### src/rtl/core/uvlt_pkg.sv
package uvlt_pkg;

    localparam int CAPACITY_DEF = 16;

    localparam int KEY_W   = 32;
    localparam int REQ_W   = 2;
    localparam int STAT_W  = 3;
    localparam int POS_W   = 4;
    localparam int CNT_W   = 5;
    localparam int OUT_W   = 16;

    // request kinds (s_axis_tuser)
    localparam logic [REQ_W-1:0] REQ_INSERT = 2'd0;
    localparam logic [REQ_W-1:0] REQ_SEARCH = 2'd1;
    localparam logic [REQ_W-1:0] REQ_REMOVE = 2'd2;

    // result status codes
    localparam logic [STAT_W-1:0] ST_DONE    = 3'd0;
    localparam logic [STAT_W-1:0] ST_PRESENT = 3'd1;
    localparam logic [STAT_W-1:0] ST_FULL    = 3'd2;
    localparam logic [STAT_W-1:0] ST_ABSENT  = 3'd3;
    localparam logic [STAT_W-1:0] ST_EMPTY   = 3'd4;

    // controller -> datapath
    typedef struct packed {
        logic              load;      // capture request, restart scan
        logic              scan_en;   // advance the search pipeline
        logic              ins_wr;    // append key at slot count
        logic              rm_rd;     // read last entry
        logic              rm_wr;     // move last entry into the hit slot
        logic              out_load;  // load the result register
        logic [STAT_W-1:0] status;
    } t_cmd;

    // datapath -> controller
    typedef struct packed {
        logic [REQ_W-1:0] req;
        logic             full;
        logic             empty;
        logic             scan_done;
        logic             hit;
        logic             out_busy;
    } t_sts;

endpackage

### src/rtl/core/uvlt_ctrl.sv
module uvlt_ctrl (
    input  logic            i_clk,
    input  logic            i_rst_n,
    input  logic            i_in_valid,
    output logic            o_in_ready,
    input  uvlt_pkg::t_sts  i_sts,
    output uvlt_pkg::t_cmd  o_cmd
);

    localparam logic [2:0] S_IDLE   = 3'd0;
    localparam logic [2:0] S_CHECK  = 3'd1;
    localparam logic [2:0] S_SCAN   = 3'd2;
    localparam logic [2:0] S_RM_RD  = 3'd3;
    localparam logic [2:0] S_RM_WR  = 3'd4;
    localparam logic [2:0] S_RESULT = 3'd5;

    logic [2:0]                   r_state;
    logic [2:0]                   n_state;
    logic [uvlt_pkg::STAT_W-1:0]  r_status;
    logic [uvlt_pkg::STAT_W-1:0]  n_status;

    assign o_in_ready = (r_state == S_IDLE);

    always_comb begin
        n_state      = r_state;
        n_status     = r_status;
        o_cmd        = '0;
        o_cmd.status = r_status;
        case (r_state)
            S_IDLE: begin
                if (i_in_valid) begin
                    o_cmd.load = 1'b1;
                    n_state    = S_CHECK;
                end
            end
            S_CHECK: begin
                case (i_sts.req)
                    uvlt_pkg::REQ_INSERT: begin
                        if (i_sts.full) begin
                            n_status = uvlt_pkg::ST_FULL;
                            n_state  = S_RESULT;
                        end else begin
                            n_state = S_SCAN;
                        end
                    end
                    uvlt_pkg::REQ_SEARCH: begin
                        n_state = S_SCAN;
                    end
                    uvlt_pkg::REQ_REMOVE: begin
                        if (i_sts.empty) begin
                            n_status = uvlt_pkg::ST_EMPTY;
                            n_state  = S_RESULT;
                        end else begin
                            n_state = S_SCAN;
                        end
                    end
                    default: begin
                        n_status = uvlt_pkg::ST_ABSENT;
                        n_state  = S_RESULT;
                    end
                endcase
            end
            S_SCAN: begin
                o_cmd.scan_en = 1'b1;
                if (i_sts.scan_done) begin
                    n_state = S_RESULT;
                    case (i_sts.req)
                        uvlt_pkg::REQ_INSERT: begin
                            if (i_sts.hit) begin
                                n_status = uvlt_pkg::ST_PRESENT;
                            end else begin
                                o_cmd.ins_wr = 1'b1;
                                n_status     = uvlt_pkg::ST_DONE;
                            end
                        end
                        uvlt_pkg::REQ_SEARCH: begin
                            n_status = i_sts.hit ? uvlt_pkg::ST_DONE : uvlt_pkg::ST_ABSENT;
                        end
                        uvlt_pkg::REQ_REMOVE: begin
                            if (i_sts.hit) begin
                                n_state = S_RM_RD;
                            end else begin
                                n_status = uvlt_pkg::ST_ABSENT;
                            end
                        end
                        default: begin
                            n_status = uvlt_pkg::ST_ABSENT;
                        end
                    endcase
                end
            end
            S_RM_RD: begin
                o_cmd.rm_rd = 1'b1;
                n_state     = S_RM_WR;
            end
            S_RM_WR: begin
                o_cmd.rm_wr = 1'b1;
                n_status    = uvlt_pkg::ST_DONE;
                n_state     = S_RESULT;
            end
            S_RESULT: begin
                if (!i_sts.out_busy) begin
                    o_cmd.out_load = 1'b1;
                    n_state        = S_IDLE;
                end
            end
            default: begin
                n_state = S_IDLE;
            end
        endcase
    end

    always_ff @(posedge i_clk) begin
        if (!i_rst_n) begin
            r_state  <= S_IDLE;
            r_status <= uvlt_pkg::ST_DONE;
        end else begin
            r_state  <= n_state;
            r_status <= n_status;
        end
    end

endmodule

### src/rtl/core/uvlt_dp.sv
module uvlt_dp #(
    parameter int CAPACITY = uvlt_pkg::CAPACITY_DEF
) (
    input  logic                         i_clk,
    input  logic                         i_rst_n,
    input  uvlt_pkg::t_cmd               i_cmd,
    output uvlt_pkg::t_sts               o_sts,
    input  logic [uvlt_pkg::REQ_W-1:0]   i_req,
    input  logic [uvlt_pkg::KEY_W-1:0]   i_key,
    output logic                         o_out_valid,
    input  logic                         i_out_ready,
    output logic [uvlt_pkg::OUT_W-1:0]   o_out_data
);

    localparam int CW = $clog2(CAPACITY + 1);
    localparam int IW = (CAPACITY > 1) ? $clog2(CAPACITY) : 1;

    logic [uvlt_pkg::KEY_W-1:0]  mem [CAPACITY];

    logic [uvlt_pkg::REQ_W-1:0]  r_req;
    logic [uvlt_pkg::KEY_W-1:0]  r_key;
    logic [CW-1:0]               r_count;
    logic [CW-1:0]               r_rd_idx;
    logic [IW-1:0]               r_cmp_idx;
    logic                        r_cmp_vld;
    logic                        r_hit;
    logic [IW-1:0]               r_slot;
    logic [uvlt_pkg::KEY_W-1:0]  r_rdata;
    logic                        r_out_vld;
    logic [uvlt_pkg::OUT_W-1:0]  r_out_data;

    logic                        hit_now;
    logic                        issue;
    logic                        rd_en;
    logic [IW-1:0]               raddr;
    logic [IW-1:0]               last_idx;
    logic                        wr_en;
    logic [IW-1:0]               waddr;
    logic [uvlt_pkg::KEY_W-1:0]  wdata;
    logic [uvlt_pkg::POS_W-1:0]  res_pos;

    // scan pipeline: read slot, compare in the next cycle
    assign hit_now  = i_cmd.scan_en && r_cmp_vld && !r_hit && (r_rdata == r_key);
    assign issue    = i_cmd.scan_en && !r_hit && !hit_now && (r_rd_idx < r_count);
    assign last_idx = IW'(r_count - CW'(1));
    assign rd_en    = issue || i_cmd.rm_rd;
    assign raddr    = i_cmd.rm_rd ? last_idx : r_rd_idx[IW-1:0];
    assign wr_en    = i_cmd.ins_wr || i_cmd.rm_wr;
    assign waddr    = i_cmd.ins_wr ? IW'(r_count) : r_slot;
    assign wdata    = i_cmd.ins_wr ? r_key : r_rdata;
    assign res_pos  = (i_cmd.status == uvlt_pkg::ST_DONE) ? uvlt_pkg::POS_W'(r_slot) : '0;

    always_ff @(posedge i_clk) begin
        if (wr_en) begin
            mem[waddr] <= wdata;
        end
        if (rd_en) begin
            r_rdata <= mem[raddr];
        end
    end

    always_ff @(posedge i_clk) begin
        if (!i_rst_n) begin
            r_count   <= '0;
            r_rd_idx  <= '0;
            r_cmp_vld <= 1'b0;
            r_hit     <= 1'b0;
            r_out_vld <= 1'b0;
        end else begin
            if (i_cmd.load) begin
                r_rd_idx  <= '0;
                r_cmp_vld <= 1'b0;
                r_hit     <= 1'b0;
            end else if (i_cmd.scan_en) begin
                r_cmp_vld <= issue;
                if (issue) begin
                    r_rd_idx <= r_rd_idx + CW'(1);
                end
                if (hit_now) begin
                    r_hit <= 1'b1;
                end
            end
            if (i_cmd.ins_wr) begin
                r_count <= r_count + CW'(1);
            end else if (i_cmd.rm_wr) begin
                r_count <= r_count - CW'(1);
            end
            if (i_cmd.out_load) begin
                r_out_vld <= 1'b1;
            end else if (i_out_ready) begin
                r_out_vld <= 1'b0;
            end
        end
    end

    always_ff @(posedge i_clk) begin
        if (i_cmd.load) begin
            r_req <= i_req;
            r_key <= i_key;
        end
        if (issue) begin
            r_cmp_idx <= r_rd_idx[IW-1:0];
        end
        if (hit_now) begin
            r_slot <= r_cmp_idx;
        end else if (i_cmd.ins_wr) begin
            r_slot <= IW'(r_count);
        end
        if (i_cmd.out_load) begin
            r_out_data <= {4'b0000, uvlt_pkg::CNT_W'(r_count), res_pos, i_cmd.status};
        end
    end

    assign o_sts.req       = r_req;
    assign o_sts.full      = (r_count == CW'(CAPACITY));
    assign o_sts.empty     = (r_count == '0);
    assign o_sts.scan_done = r_hit || (!r_cmp_vld && (r_rd_idx >= r_count));
    assign o_sts.hit       = r_hit;
    assign o_sts.out_busy  = r_out_vld && !i_out_ready;

    assign o_out_valid = r_out_vld;
    assign o_out_data  = r_out_data;

endmodule

### src/rtl/core/unique_value_list_table_unit.sv
// Unordered table of up to CAPACITY distinct 32-bit keys. Each transfer on
// the s_axis side is one request (tuser: 0 insert, 1 search, 2 remove; tdata:
// key) and yields exactly one transfer on the m_axis side carrying status,
// position and the entry count after the request. One request is worked on
// at a time; its duration is set by the linear scan through the entry
// memory, which reads one slot per cycle until a hit, with the compare in
// the cycle after the read. A remove that hits then reads the last entry
// and writes it into the freed slot. The next request is taken while a
// finished result still waits in the output register. Entries need no
// clearing after reset: only slots below the count are ever read.
module unique_value_list_table_unit #(
    parameter int CAPACITY = uvlt_pkg::CAPACITY_DEF
) (
    input  logic         i_clk,
    input  logic         i_rst_n,
    // request side
    input  logic         s_axis_tvalid,
    output logic         s_axis_tready,
    input  logic [31:0]  s_axis_tdata,   // [31:0] key
    input  logic [1:0]   s_axis_tuser,   // [1:0] req_type
    // result side
    output logic         m_axis_tvalid,
    input  logic         m_axis_tready,
    output logic [15:0]  m_axis_tdata    // [2:0] status, [6:3] position,
                                         // [11:7] entry_count, [15:12] zero
);

    uvlt_pkg::t_cmd cmd;
    uvlt_pkg::t_sts sts;

    // sequencing: check, optional scan, optional swap, result
    uvlt_ctrl u_ctrl (
        .i_clk      (i_clk),
        .i_rst_n    (i_rst_n),
        .i_in_valid (s_axis_tvalid),
        .o_in_ready (s_axis_tready),
        .i_sts      (sts),
        .o_cmd      (cmd)
    );

    // entry memory, count, scan pipeline and output register
    uvlt_dp #(
        .CAPACITY (CAPACITY)
    ) u_dp (
        .i_clk       (i_clk),
        .i_rst_n     (i_rst_n),
        .i_cmd       (cmd),
        .o_sts       (sts),
        .i_req       (s_axis_tuser),
        .i_key       (s_axis_tdata),
        .o_out_valid (m_axis_tvalid),
        .i_out_ready (m_axis_tready),
        .o_out_data  (m_axis_tdata)
    );

endmodule

### config.mk
export PLATFORM = sky130hd
export DESIGN_NAME = unique_value_list_table_unit
export DESIGN_NICKNAME = d
export VERILOG_FILES = /design/src/rtl/core/uvlt_pkg.sv /design/src/rtl/core/uvlt_ctrl.sv /design/src/rtl/core/uvlt_dp.sv /design/src/rtl/core/unique_value_list_table_unit.sv
export SDC_FILE = /design/constraint.sdc
export NUM_CORES = 1
export LEC_CHECK = 0
export ABC_AREA = 1
export BUFFER_PORTS_ARGS = -buffer_cell sky130_fd_sc_hd__buf_2
export CORE_UTILIZATION = 29
export DETAILED_ROUTE_END_ITERATION = 10
export PLACE_DENSITY = 0.48
export SLEW_MARGIN = 20
export SYNTH_ARGS = -nofsm -noshare
export SYNTH_HDL_FRONTEND = slang
export SYNTH_HIERARCHICAL = 1
export SYNTH_SLANG_ARGS = --single-unit
### constraint.sdc
create_clock -name i_clk -period 4.1 [get_ports i_clk]
set_input_delay 0.41 -clock i_clk [delete_from_list [all_inputs] [get_ports i_clk]]
set_output_delay 0.41 -clock i_clk [all_outputs]
set_load 0.03 [all_outputs]
## Yosys cells after proc, flatten, opt, wreduce, memory -nomap -nowiden

Memories as Yosys holds them, arrays and structs flattened. A register that Yosys moved wholly into a read port is not among the register bits.
Cells that the tools add are included.

- Div/mod/pow operators: 0
- Reduce and logical (&&, ||, !) cells: 27
- Shifts and indexed selects: 0
- Multiply operators: 0
- Mux-type cells: 38
- Order comparisons: 2
- Bitwise operators: 1
- Equality and inequality tests: 16
- $add $sub $neg: 3

Operators by type and width:

| operator | count |
|---|---|
| 3-bit one-hot mux with 3 select lines | 4 |
| 3-bit 2-to-1 mux | 11 |
| 32-bit == test | 1 |
| 32-bit 2-to-1 mux | 1 |
| 3-bit one-hot mux with 6 select lines | 1 |
| 1-bit 2-to-1 mux | 14 |
| 4-bit 2-to-1 mux | 3 |
| 5-bit by 1-bit adder with 5-bit output (second input constant) | 2 |
| 5-bit 2-to-1 mux | 2 |
| 3-bit != test (second input constant) | 3 |
| 1-bit logical AND | 8 |
| 2-bit != test (second input constant) | 4 |
| 3-bit by 2-bit == test with 1-bit output (second input constant) | 2 |
| 3-bit == test (second input constant) | 2 |
| 3-bit logical NOT | 2 |
| 6-bit AND reduction | 1 |
| 5-bit == test (second input constant) | 1 |
| 5-bit greater-or-equal comparator | 1 |
| 5-bit logical NOT | 1 |
| 5-bit < comparator | 1 |
| 5-bit by 1-bit subtractor with 5-bit output (second input constant) | 1 |
| 1-bit logical NOT | 4 |
| 2-bit 2-to-1 mux | 2 |
| 2-bit AND reduction | 2 |
| other kinds (10) | 13 |

- Memory bits (read-only): 0
- RAM bits: 512
- Word-level logic and storage cells: 101
- Output and inout port bits: 18
- Register bits after elaboration: 73
- Latch bits: 0
- Memories kept: 1

Memories:

| name | depth | width | read ports | clocked after Yosys merged registers in | wr ports | line | RTL |
|---|---|---|---|---|---|---|---|
| u_dp.mem | 16 | 32 | 1 | 1 | 1 | uvlt_dp.sv:18 | `logic [uvlt_pkg::KEY_W-1:0] mem [CAPACITY];` |

## Longest topological paths before layout

Gate-level depths: netlist of the first run.

- Depth after elaboration: 12
- Gate-level depth with buffers: 17

## Hierarchy

Netlist of the first run, hierarchy kept.

Modules (own cells, without submodules):

| module | cells an instance | sequential area each (µm²) | instances | area an instance (µm²) |
|---|---|---|---|---|
| uvlt_dp | 1807 | 18177.4 | 1 | 24165.7 |
| uvlt_ctrl | 85 | 120.1 | 1 | 464.2 |

## Worst setup path after synthesis of the first run

Ideal clock, no wire load.

- Kind: flip-flop to flip-flop
- Start: register u_dp.r_count[2]
- End: memory u_dp/mem[0][0] (netlist name) (enable)
- Arrival time: 3723 ps
- Buffers on the path: 1
- Slack: -44 ps
- Required time: 3679 ps
- Stages on the path, launching flop included: 16
- Library setup time: 421 ps
- Cell sequence: dfxtp_1 -> inv_1 -> ha_1 -> nand2_1 -> nor2_1 -> nand2_1 -> o211ai_1 -> a21oi_1 -> o21ai_0 -> inv_1 -> nor3_1 -> clkbuf_1 -> nand2_1 -> o21ai_0 -> nand3_1 -> nor2_1

RTL lines:

| item | line | RTL |
|---|---|---|
| start, declared | uvlt_dp.sv:22 | `logic [CW-1:0] r_count;` |
| start signal, assigned | uvlt_dp.sv:84 | `r_count <= r_count + CW'(1);` |
| start signal, assigned | uvlt_dp.sv:86 | `r_count <= r_count - CW'(1);` |
| end, declared | uvlt_dp.sv:18 |  |

==> impl_metrics.yaml, run 1 <==
power_and_ir_drop:
  sw_frac_of_total: 0.2343
  p_seq_frac: 0.496
  internal_power_mw: 11.18
  irDropWorstVdd_uv: 235.4
  comb_power_share: 0.078
  p_leak_nw: 9.709
  p_sw_mw: 3.422
  p_clk_frac: 0.427
  pwr_density_cell_mw_per_mm2: 498.4
yosys:
  synthAdderAreaFrac: 0.004572
  synth-seq-area-share: 0.7429
  syn_area_per_cell_um2: 13.02
  synth_compound_area_frac: 0.1162
  synthSimpleGateAreaFrac: 0.09332
  synth_xor_xnor_area_share: 0.01102
  muxShareOfSynthArea: 0
  ys_types: 36
  synth_top_family_by_area: "compound AO/OA/AOI/OAI gates"
  netlist_instances: 1892
  syn-cell-area_mm2: 0.02463
  synth-seq-cells: 617
  synth-warning-count: 6
setup_path:
  r2r_cells: 15
  critPathMaxFanout: 14
  critPathArrivalTime_ps: 4100
  crit_path_end_kind: "register"
  critPathKind: "register to register"
  crit_required_ps: 4370
  crit_path_start_kind: "register"
global_route:
  grt_use_total: 0.1546
  antenna_found_initial: 0
  grt_pass1_vias: 15260
  grt-ovfl-total: 0
  grt_max_degree: 97
  grt_first_pass_wirelength_mm: 98.74
clocking:
  cts_tree: "yes"
  clkSinkCount: 617
  clk_pin_slew_ps: 60
  cts_buffer_depth: 3
  worstSkewPairLatency_ps: 610
  htreeDepth: 3
  cts_buffers: 70
  cts-root-buf: "clkbuf_16"
die:
  start_util: 0.2938
  ios: 56
  dieArea_mm2: 0.08610
  rows: 106
  core_area_mm2: 0.08382
  die_h_um: 293.4
  die_w_um: 293.4
detailed_routing:
  wl_mm: 66.67
  vias: 15320
  wl_per_cell_um: 20.93
  drtPass1Iterations: 5
  drc: 0
  ant_nets: 0
  viasPerCell: 4.808
  first_iter_violations: 1077
layout:
  drive_gt1_frac: 0.1238
  utilization: 0.3496
  syn2layout_area_growth_pct: 18.98
  fin_nets: 2043
  diodes: 0
timing:
  post-route-period-util: 0.9322
  rsz0062_at_grt: "no"
  setup_viol: 0
  finalHoldViolations: 0
  hold_slack_ps: 121.8
  slew_violations: 0
  fin_crit_ps: 3822
  max_freq_mhz: 261.6
  slew_headroom: 0.3000
  finalClockSkew_ps: 22.46
  tightest_slew_ps: 1043
flow_run:
  maxCapViolCount: 0
status:
  status: "finished clean"
min_path:
  hold_path.class: "input port to register"
  holdPathStages: 3
place:
  place_hpwl_mm: 37.17
  gp_congestion: 0.7707
  io_buffers: 51
==> routing by layer <==
layer / vias up / GRT usage / wire length [um]
met3: 87 / 0.02542 / 3403
li1: 7194 / - / -
met5: - / 0 / 0
met4: 0 / 0.05119 / 1523
met1: 7653 / 0.2034 / 29450
met2: 381 / 0.2585 / 32290
==> synthesized netlist by cell type <==
cell type  number  area [um^2]
a211oi_1        1        7.510
a21oi_1        18        90.09
a221oi_1        1        8.760
buf_1           1        3.750
buf_2          50        250.2
buf_4          11        82.58
buf_6           1        11.26
clkbuf_1       50        187.7
clkbuf_2        4        20.02
conb_1          1        3.750
dfxtp_1        23        460.4
edfxtp_1      594        17840
ha_1            9        112.6
inv_1          52        195.2
inv_2           7        26.28
inv_4           1        6.260
nand2_1       203        762.0
nand2_2         4        25.02
nand3_1        44        220.2
nand3_2         1        10.01
nand4_1         1        6.260
nor2_1        326         1224
nor2_2          3        18.77
nor3_1          4        20.02
o211ai_1       41        307.8
o21ai_0       253         1266
o21ai_1        21        105.1
o21ai_2         3        26.28
o21ai_4         1        16.27
o21bai_1        1        7.510
o221ai_1       88        770.7
o22ai_1        41        256.5
or2_2           1        6.260
or3_1           1        6.260
xnor2_1        10        87.58
xor2_1         21        183.9
==> stage by stage <==
step,total power [mW],instance area (um^2),cells,TNS (ps),worst slack [ps]
floorplan,7.989,24650,1895,-18060,-43.80
global placement,8.465,26670,3024,0,425.6
detailed placement,8.485,26670,3024,0,388.1
CTS,14.78,29290,3185,0,357.3
global route,15.14,29310,3185,0,9.969
finish,14.61,29310,3185,0,277.8
==> final timing paths <==
| check | from | end | slack [ps] |
|---|---|---|---|
| min | i_rst_n | u_ctrl/r_status[2]$_SDFFE_PN0P_ | 120 |
| max reg2reg | u_dp/r_count[3]$_SDFFE_PN0P_ | u_dp/mem[4][2]$_DFFE_PP_ | 280 |
| max | u_dp/r_count[3]$_SDFFE_PN0P_ | u_dp/mem[4][2]$_DFFE_PP_ | 280 |
| min reg2reg | u_ctrl/r_status[2]$_SDFFE_PN0P_ | u_dp/o_out_data[2]$_DFFE_PP_ | 450 |
==> placed cells by master, fill, tap and decap left out, drive strengths merged <==
cell and instances:
edfxtp 594, nor2 329, o21ai 278, nand2 207, buf 112, clkbuf 89, o221ai 88, inv 62
nand3 45, o211ai 41, o22ai 41, dlygate4sd3 34, clkinv 27, dfxtp 23, xor2 21, a21oi 18
xnor2 10, ha 9, bufinv 8, conb 4, nor3 4, clkinvlp 1, o21bai 1, nand4 1
a211oi 1, or2 1, a221oi 1, or3 1
==> cell families after synthesis <==
family | after synthesis
compound gates | 469
xor+xnor | 31
fa+ha+maj | 9
buf+inv | 177
flops | 617
other cells | 1
simple gates | 588
==> worst max-delay path, cell delays in order, from the launching register on <==
cell and delay, ps:
dfxtp_1 470, inv_1 140, ha_1 310, nand2_1 80
nor2_1 60, nand2_1 50, o211ai_1 100, a21oi_1 140
o21ai_0 90, inv_1 130, nor3_2 70, buf_4 170
o21ai_0 580, nand3_1 510, nor2_4 250, buf_4 320
==> area by class of cell <==
| cell class | instances | area (um^2) |
|---|---|---|
| Sequential cell | 617 | 18300 |
| Clock buffer | 89 | 1876 |
| Fill cell | 8171 | 54510 |
| Tap cell | 1134 | 1419 |
| Clock inverter | 38 | 406.6 |
| Timing Repair Buffer | 146 | 1329 |
| Inverter | 60 | 234.0 |
| Multi-Input combinational cell | 1101 | 5744 |
==> sequential cells by signal, indices dropped and copies added (netlist names) <==
signal,count
u_dp/mem,512
u_dp/r_key,32
u_dp/r_rdata,32
u_dp/o_out_data,12
u_dp/r_count,5
u_dp/r_rd_idx,5
u_dp/r_cmp_idx,4
u_dp/r_slot,4
u_ctrl/r_state,3
u_ctrl/r_status,3
u_dp/r_req,2
u_dp/o_out_valid,1
u_dp/r_cmp_vld,1
u_dp/r_hit,1
==> power by group through the flow <==
stage                     clock network [mW]  logic [mW]  registers, mW
after CTS                               6.40        1.15           7.24
after floorplan                            0       0.658           7.33
after global placement                     0        1.10           7.37
after global routing                    6.63        1.26           7.25
after detailed placement                   0        1.12           7.37
final                                   6.24        1.13           7.24
==> timing repair <==
action / in CTS / in global routing
hold endpoints to repair: 34 / 0
hold buffers: 34 / 0
buffers inserted: 0 / 0
gates resized for setup: 0 / 1
setup endpoints to repair: 0 / 5
Note: power is estimated with default switching activity, not from simulation.
==> inputs of run 2 (changes only) <==
- ABC_AREA: 1 -> 0
==> run 2 against run 1 <==
Sequential share of layout area rose by 0.76 points. Cell count down 22%. Sequential power rose by 3.0%. Global-route usage is 2.0 points lower. Largest cell class unchanged. First-iteration DRC count shrank 21%. Non-clock buffer count decreased by 6. Critical endpoint is now u_dp/mem[5][21]$_DFFE_PP_. Via count is 23% lower. Worst setup slack got worse by 68 ps. Core utilization is 0.31 points lower. Routed wire length fell by 14%. Count of clock-buffer cells in the layout fell by 3.
==> impl_metrics.yaml, run 2 <==
global_route:
  antenna_found_initial: 1
  grt_busiest_layer: "met2"
  grt_use_total: 0.1350
  grt_pass1_vias: 12420
  grt_use_met1: 0.1862
  grt_first_pass_wirelength_mm: 84.40
  grt_use_met2: 0.2191
  grt-ovfl-total: 0
  grtUsageMet3: 0.02064
  grt_max_degree: 97
power_and_ir_drop:
  p_leak_nw: 8.980
  comb_power_share: 0.115
  p_sw_mw: 3.751
  p_clk_frac: 0.391
  internal_power_mw: 11.34
  pwr_density_cell_mw_per_mm2: 521.3
  sw_frac_of_total: 0.2485
  irDropWorstVdd_uv: 267.5
  p_seq_frac: 0.494
  power_mw: 15.10
yosys:
  ys_top_cells_by_area: "edfxtp_1 73%, mux4_2 12%, dfxtp_1 1.9%"
  synth-seq-cells: 617
  synth.most_common_cell: "edfxtp_1"
  async_reset_ff_frac: 0
  syn-cell-area_mm2: 0.02447
  synth_top_area_share: 0.7289
  yosysTopAreaCell: "edfxtp_1"
  ys_types: 55
  netlist_instances: 1210
  synth-warning-count: 6
  synthFlopType: "edfxtp_1"
  synth_common_cells: "594 x edfxtp_1, 128 x mux4_2, 43 x a21oi_1, 41 x nor2b_1, 37 x mux2i_1"
  syn_area_per_cell_um2: 20.22
  synth-seq-area-share: 0.7478
  synth_edf_count: 594
setup_path:
  critPathMaxFanout: 14
  crit_chain: "inv_1 -> ha_1 -> nor2b_1 -> o21a_1 -> o21ai_1 -> nand2_1 -> a41oi_1 -> o21bai_1 -> and4_2 -> buf_4 -> nor2_1 -> a32oi_1 -> nor2_4 -> buf_4"
  cp_slowest_cell: "a32oi_1"
  crit_top_cell: "buf_4"
  crit_path_end_kind: "register"
  crit_path_start_kind: "register"
  slowest_delay_ps: 690
  crit_required_ps: 4430
  critPathKind: "register to register"
  critPathArrivalTime_ps: 4220
detailed_routing:
  viasPerCell: 4.744
  ant_nets: 0
  first_iter_violations: 851
  vias: 11830
  drtPass1Iterations: 6
  wl_mm: 57.15
  drc: 0
  wl_per_cell_um: 22.93
place:
  io_buffers: 51
  gp_congestion: 0.7739
  place_hpwl_mm: 34.16
  place_inst: 2336
  place_ws_ps: 169.4
clocking:
  clk_pin_slew_ps: 60
  cts_tree: "yes"
  clkSinkCount: 617
  htreeDepth: 3
  cts_buffer_depth: 3
  worstSkewPairLatency_ps: 620
  cts_buffers: 68
  cts-root-buf: "clkbuf_16"
timing:
  setup_viol: 0
  finalHoldViolations: 0
  tightest_slew_ps: 983.3
  rsz0062_at_grt: "yes"
  slew_violations: 0
  finalClockSkew_ps: 30.24
  fin_crit_ps: 3891
  post-route-period-util: 0.9489
  max_freq_mhz: 257.0
  layout_setup_ws_ps: 209.5
  slew_headroom: 0.3414
die:
  dieArea_mm2: 0.08554
  die_w_um: 292.5
  core_area_mm2: 0.08356
  start_util: 0.2929
  rows: 106
  die_h_um: 292.5
  ios: 56
layout:
  top_regs: "u_dp/mem x512, u_dp/r_key x32, u_dp/r_rdata x32"
  fin_nets: 1407
  largest_register_ffs: 512
  final_cell_mix: "594 x edfxtp_1, 128 x mux4_2, 69 x clkbuf_16"
  drive_gt1_frac: 0.2748
  syn2layout_area_growth_pct: 18.33
  multi_input_area_mm2: 0.005917
  largest-register: "u_dp/mem"
  regArea_mm2: 0.01830
  final_cells: 2493
  layout_commonest_cell: "edfxtp_1"
  fill_cells: 7818
min_path:
  hold_path.class: "input port to register"
flow_run:
  maxCapViolCount: 0
status:
  status: "finished clean"
[run 2: layer usage]
metal  vias up  routed length (um)
met2       247               27370
li1       5282                   -
met3        74                2364
met5         -                   0
met1      6225               26170
met4         0                1256
[run 2: cell type report]
cell class	count	share of cell area
tap	1080	0.04667
timing repair buffer	140	0.04131
inverter	13	0.001685
clock inverter	36	0.01214
sequential	617	0.6319
antenna	1	0.00008642
multi-input combinational	520	0.2043
clock buffer	86	0.06184
[run 2: worst max-delay path: cells and delay by family, from the launching register on]
family,cells,cell delay [ps]
flops,1,410
simple gates,5,850
buf+inv,3,700
compound gates,5,1290
fa+ha+maj,1,350
[run 2: through the flow]
step	setup TNS, ps	utilization	instance area, um^2	hold WS [ps]
2_1_floorplan	-54660	-	24510	402.9
3_3_place_gp	0	0.3166	26460	453.4
3_5_place_dp	0	0.3166	26460	453.4
4_1_cts	0	0.3463	28940	169.5
5_1_grt	-2298	0.3465	28950	200.4
6_report	0	0.3465	28960	201.4
[run 2: final timing paths]
| path | from | end | slack, ps | depth (start not counted) |
|---|---|---|---|---|
| worst max register to register | u_dp/r_count[1]$_SDFFE_PN0P_ | u_dp/mem[5][21]$_DFFE_PP_ | 210 | 14 |
| worst max-delay path | u_dp/r_count[1]$_SDFFE_PN0P_ | u_dp/mem[5][21]$_DFFE_PP_ | 210 | 14 |
| worst min register to register | u_ctrl/r_status[0]$_SDFFE_PN0P_ | u_dp/o_out_data[0]$_DFFE_PP_ | 460 | 0 |
| worst min-delay path | m_axis_tready | u_dp/o_out_valid$_SDFFE_PN0P_ | 200 | 3 |
[run 2: cell families after synthesis]
kind of cell,synth area share
XOR/XNOR,0.01324
flip-flops,0.7478
buffers and inverters,0.01877
other,0.0001533
AO/OA/AOI/OAI,0.03211
multiplexers,0.1486
adder cells (fa/ha/maj),0.004602
AND/OR/NAND/NOR,0.03477
[run 2: timing repair]
item / CTS / global route
setup endpoints to repair: 0 / 145
endpoints found under the hold margin: 34 / 0
buffers inserted: 0 / 0
hold buffers: 34 / 0
resized for setup: 0 / 2
[run 2: power by group through the flow]
stage                     sequential (mW)  combinational, mW  clock [mW]
after CTS                            7.46               1.78        6.07
after floorplan                      7.52               1.16           0
final                                7.46               1.74        5.90
after global placement               7.59               1.74           0
after global routing                 7.48               1.91        6.29
after detailed placement             7.59               1.75           0
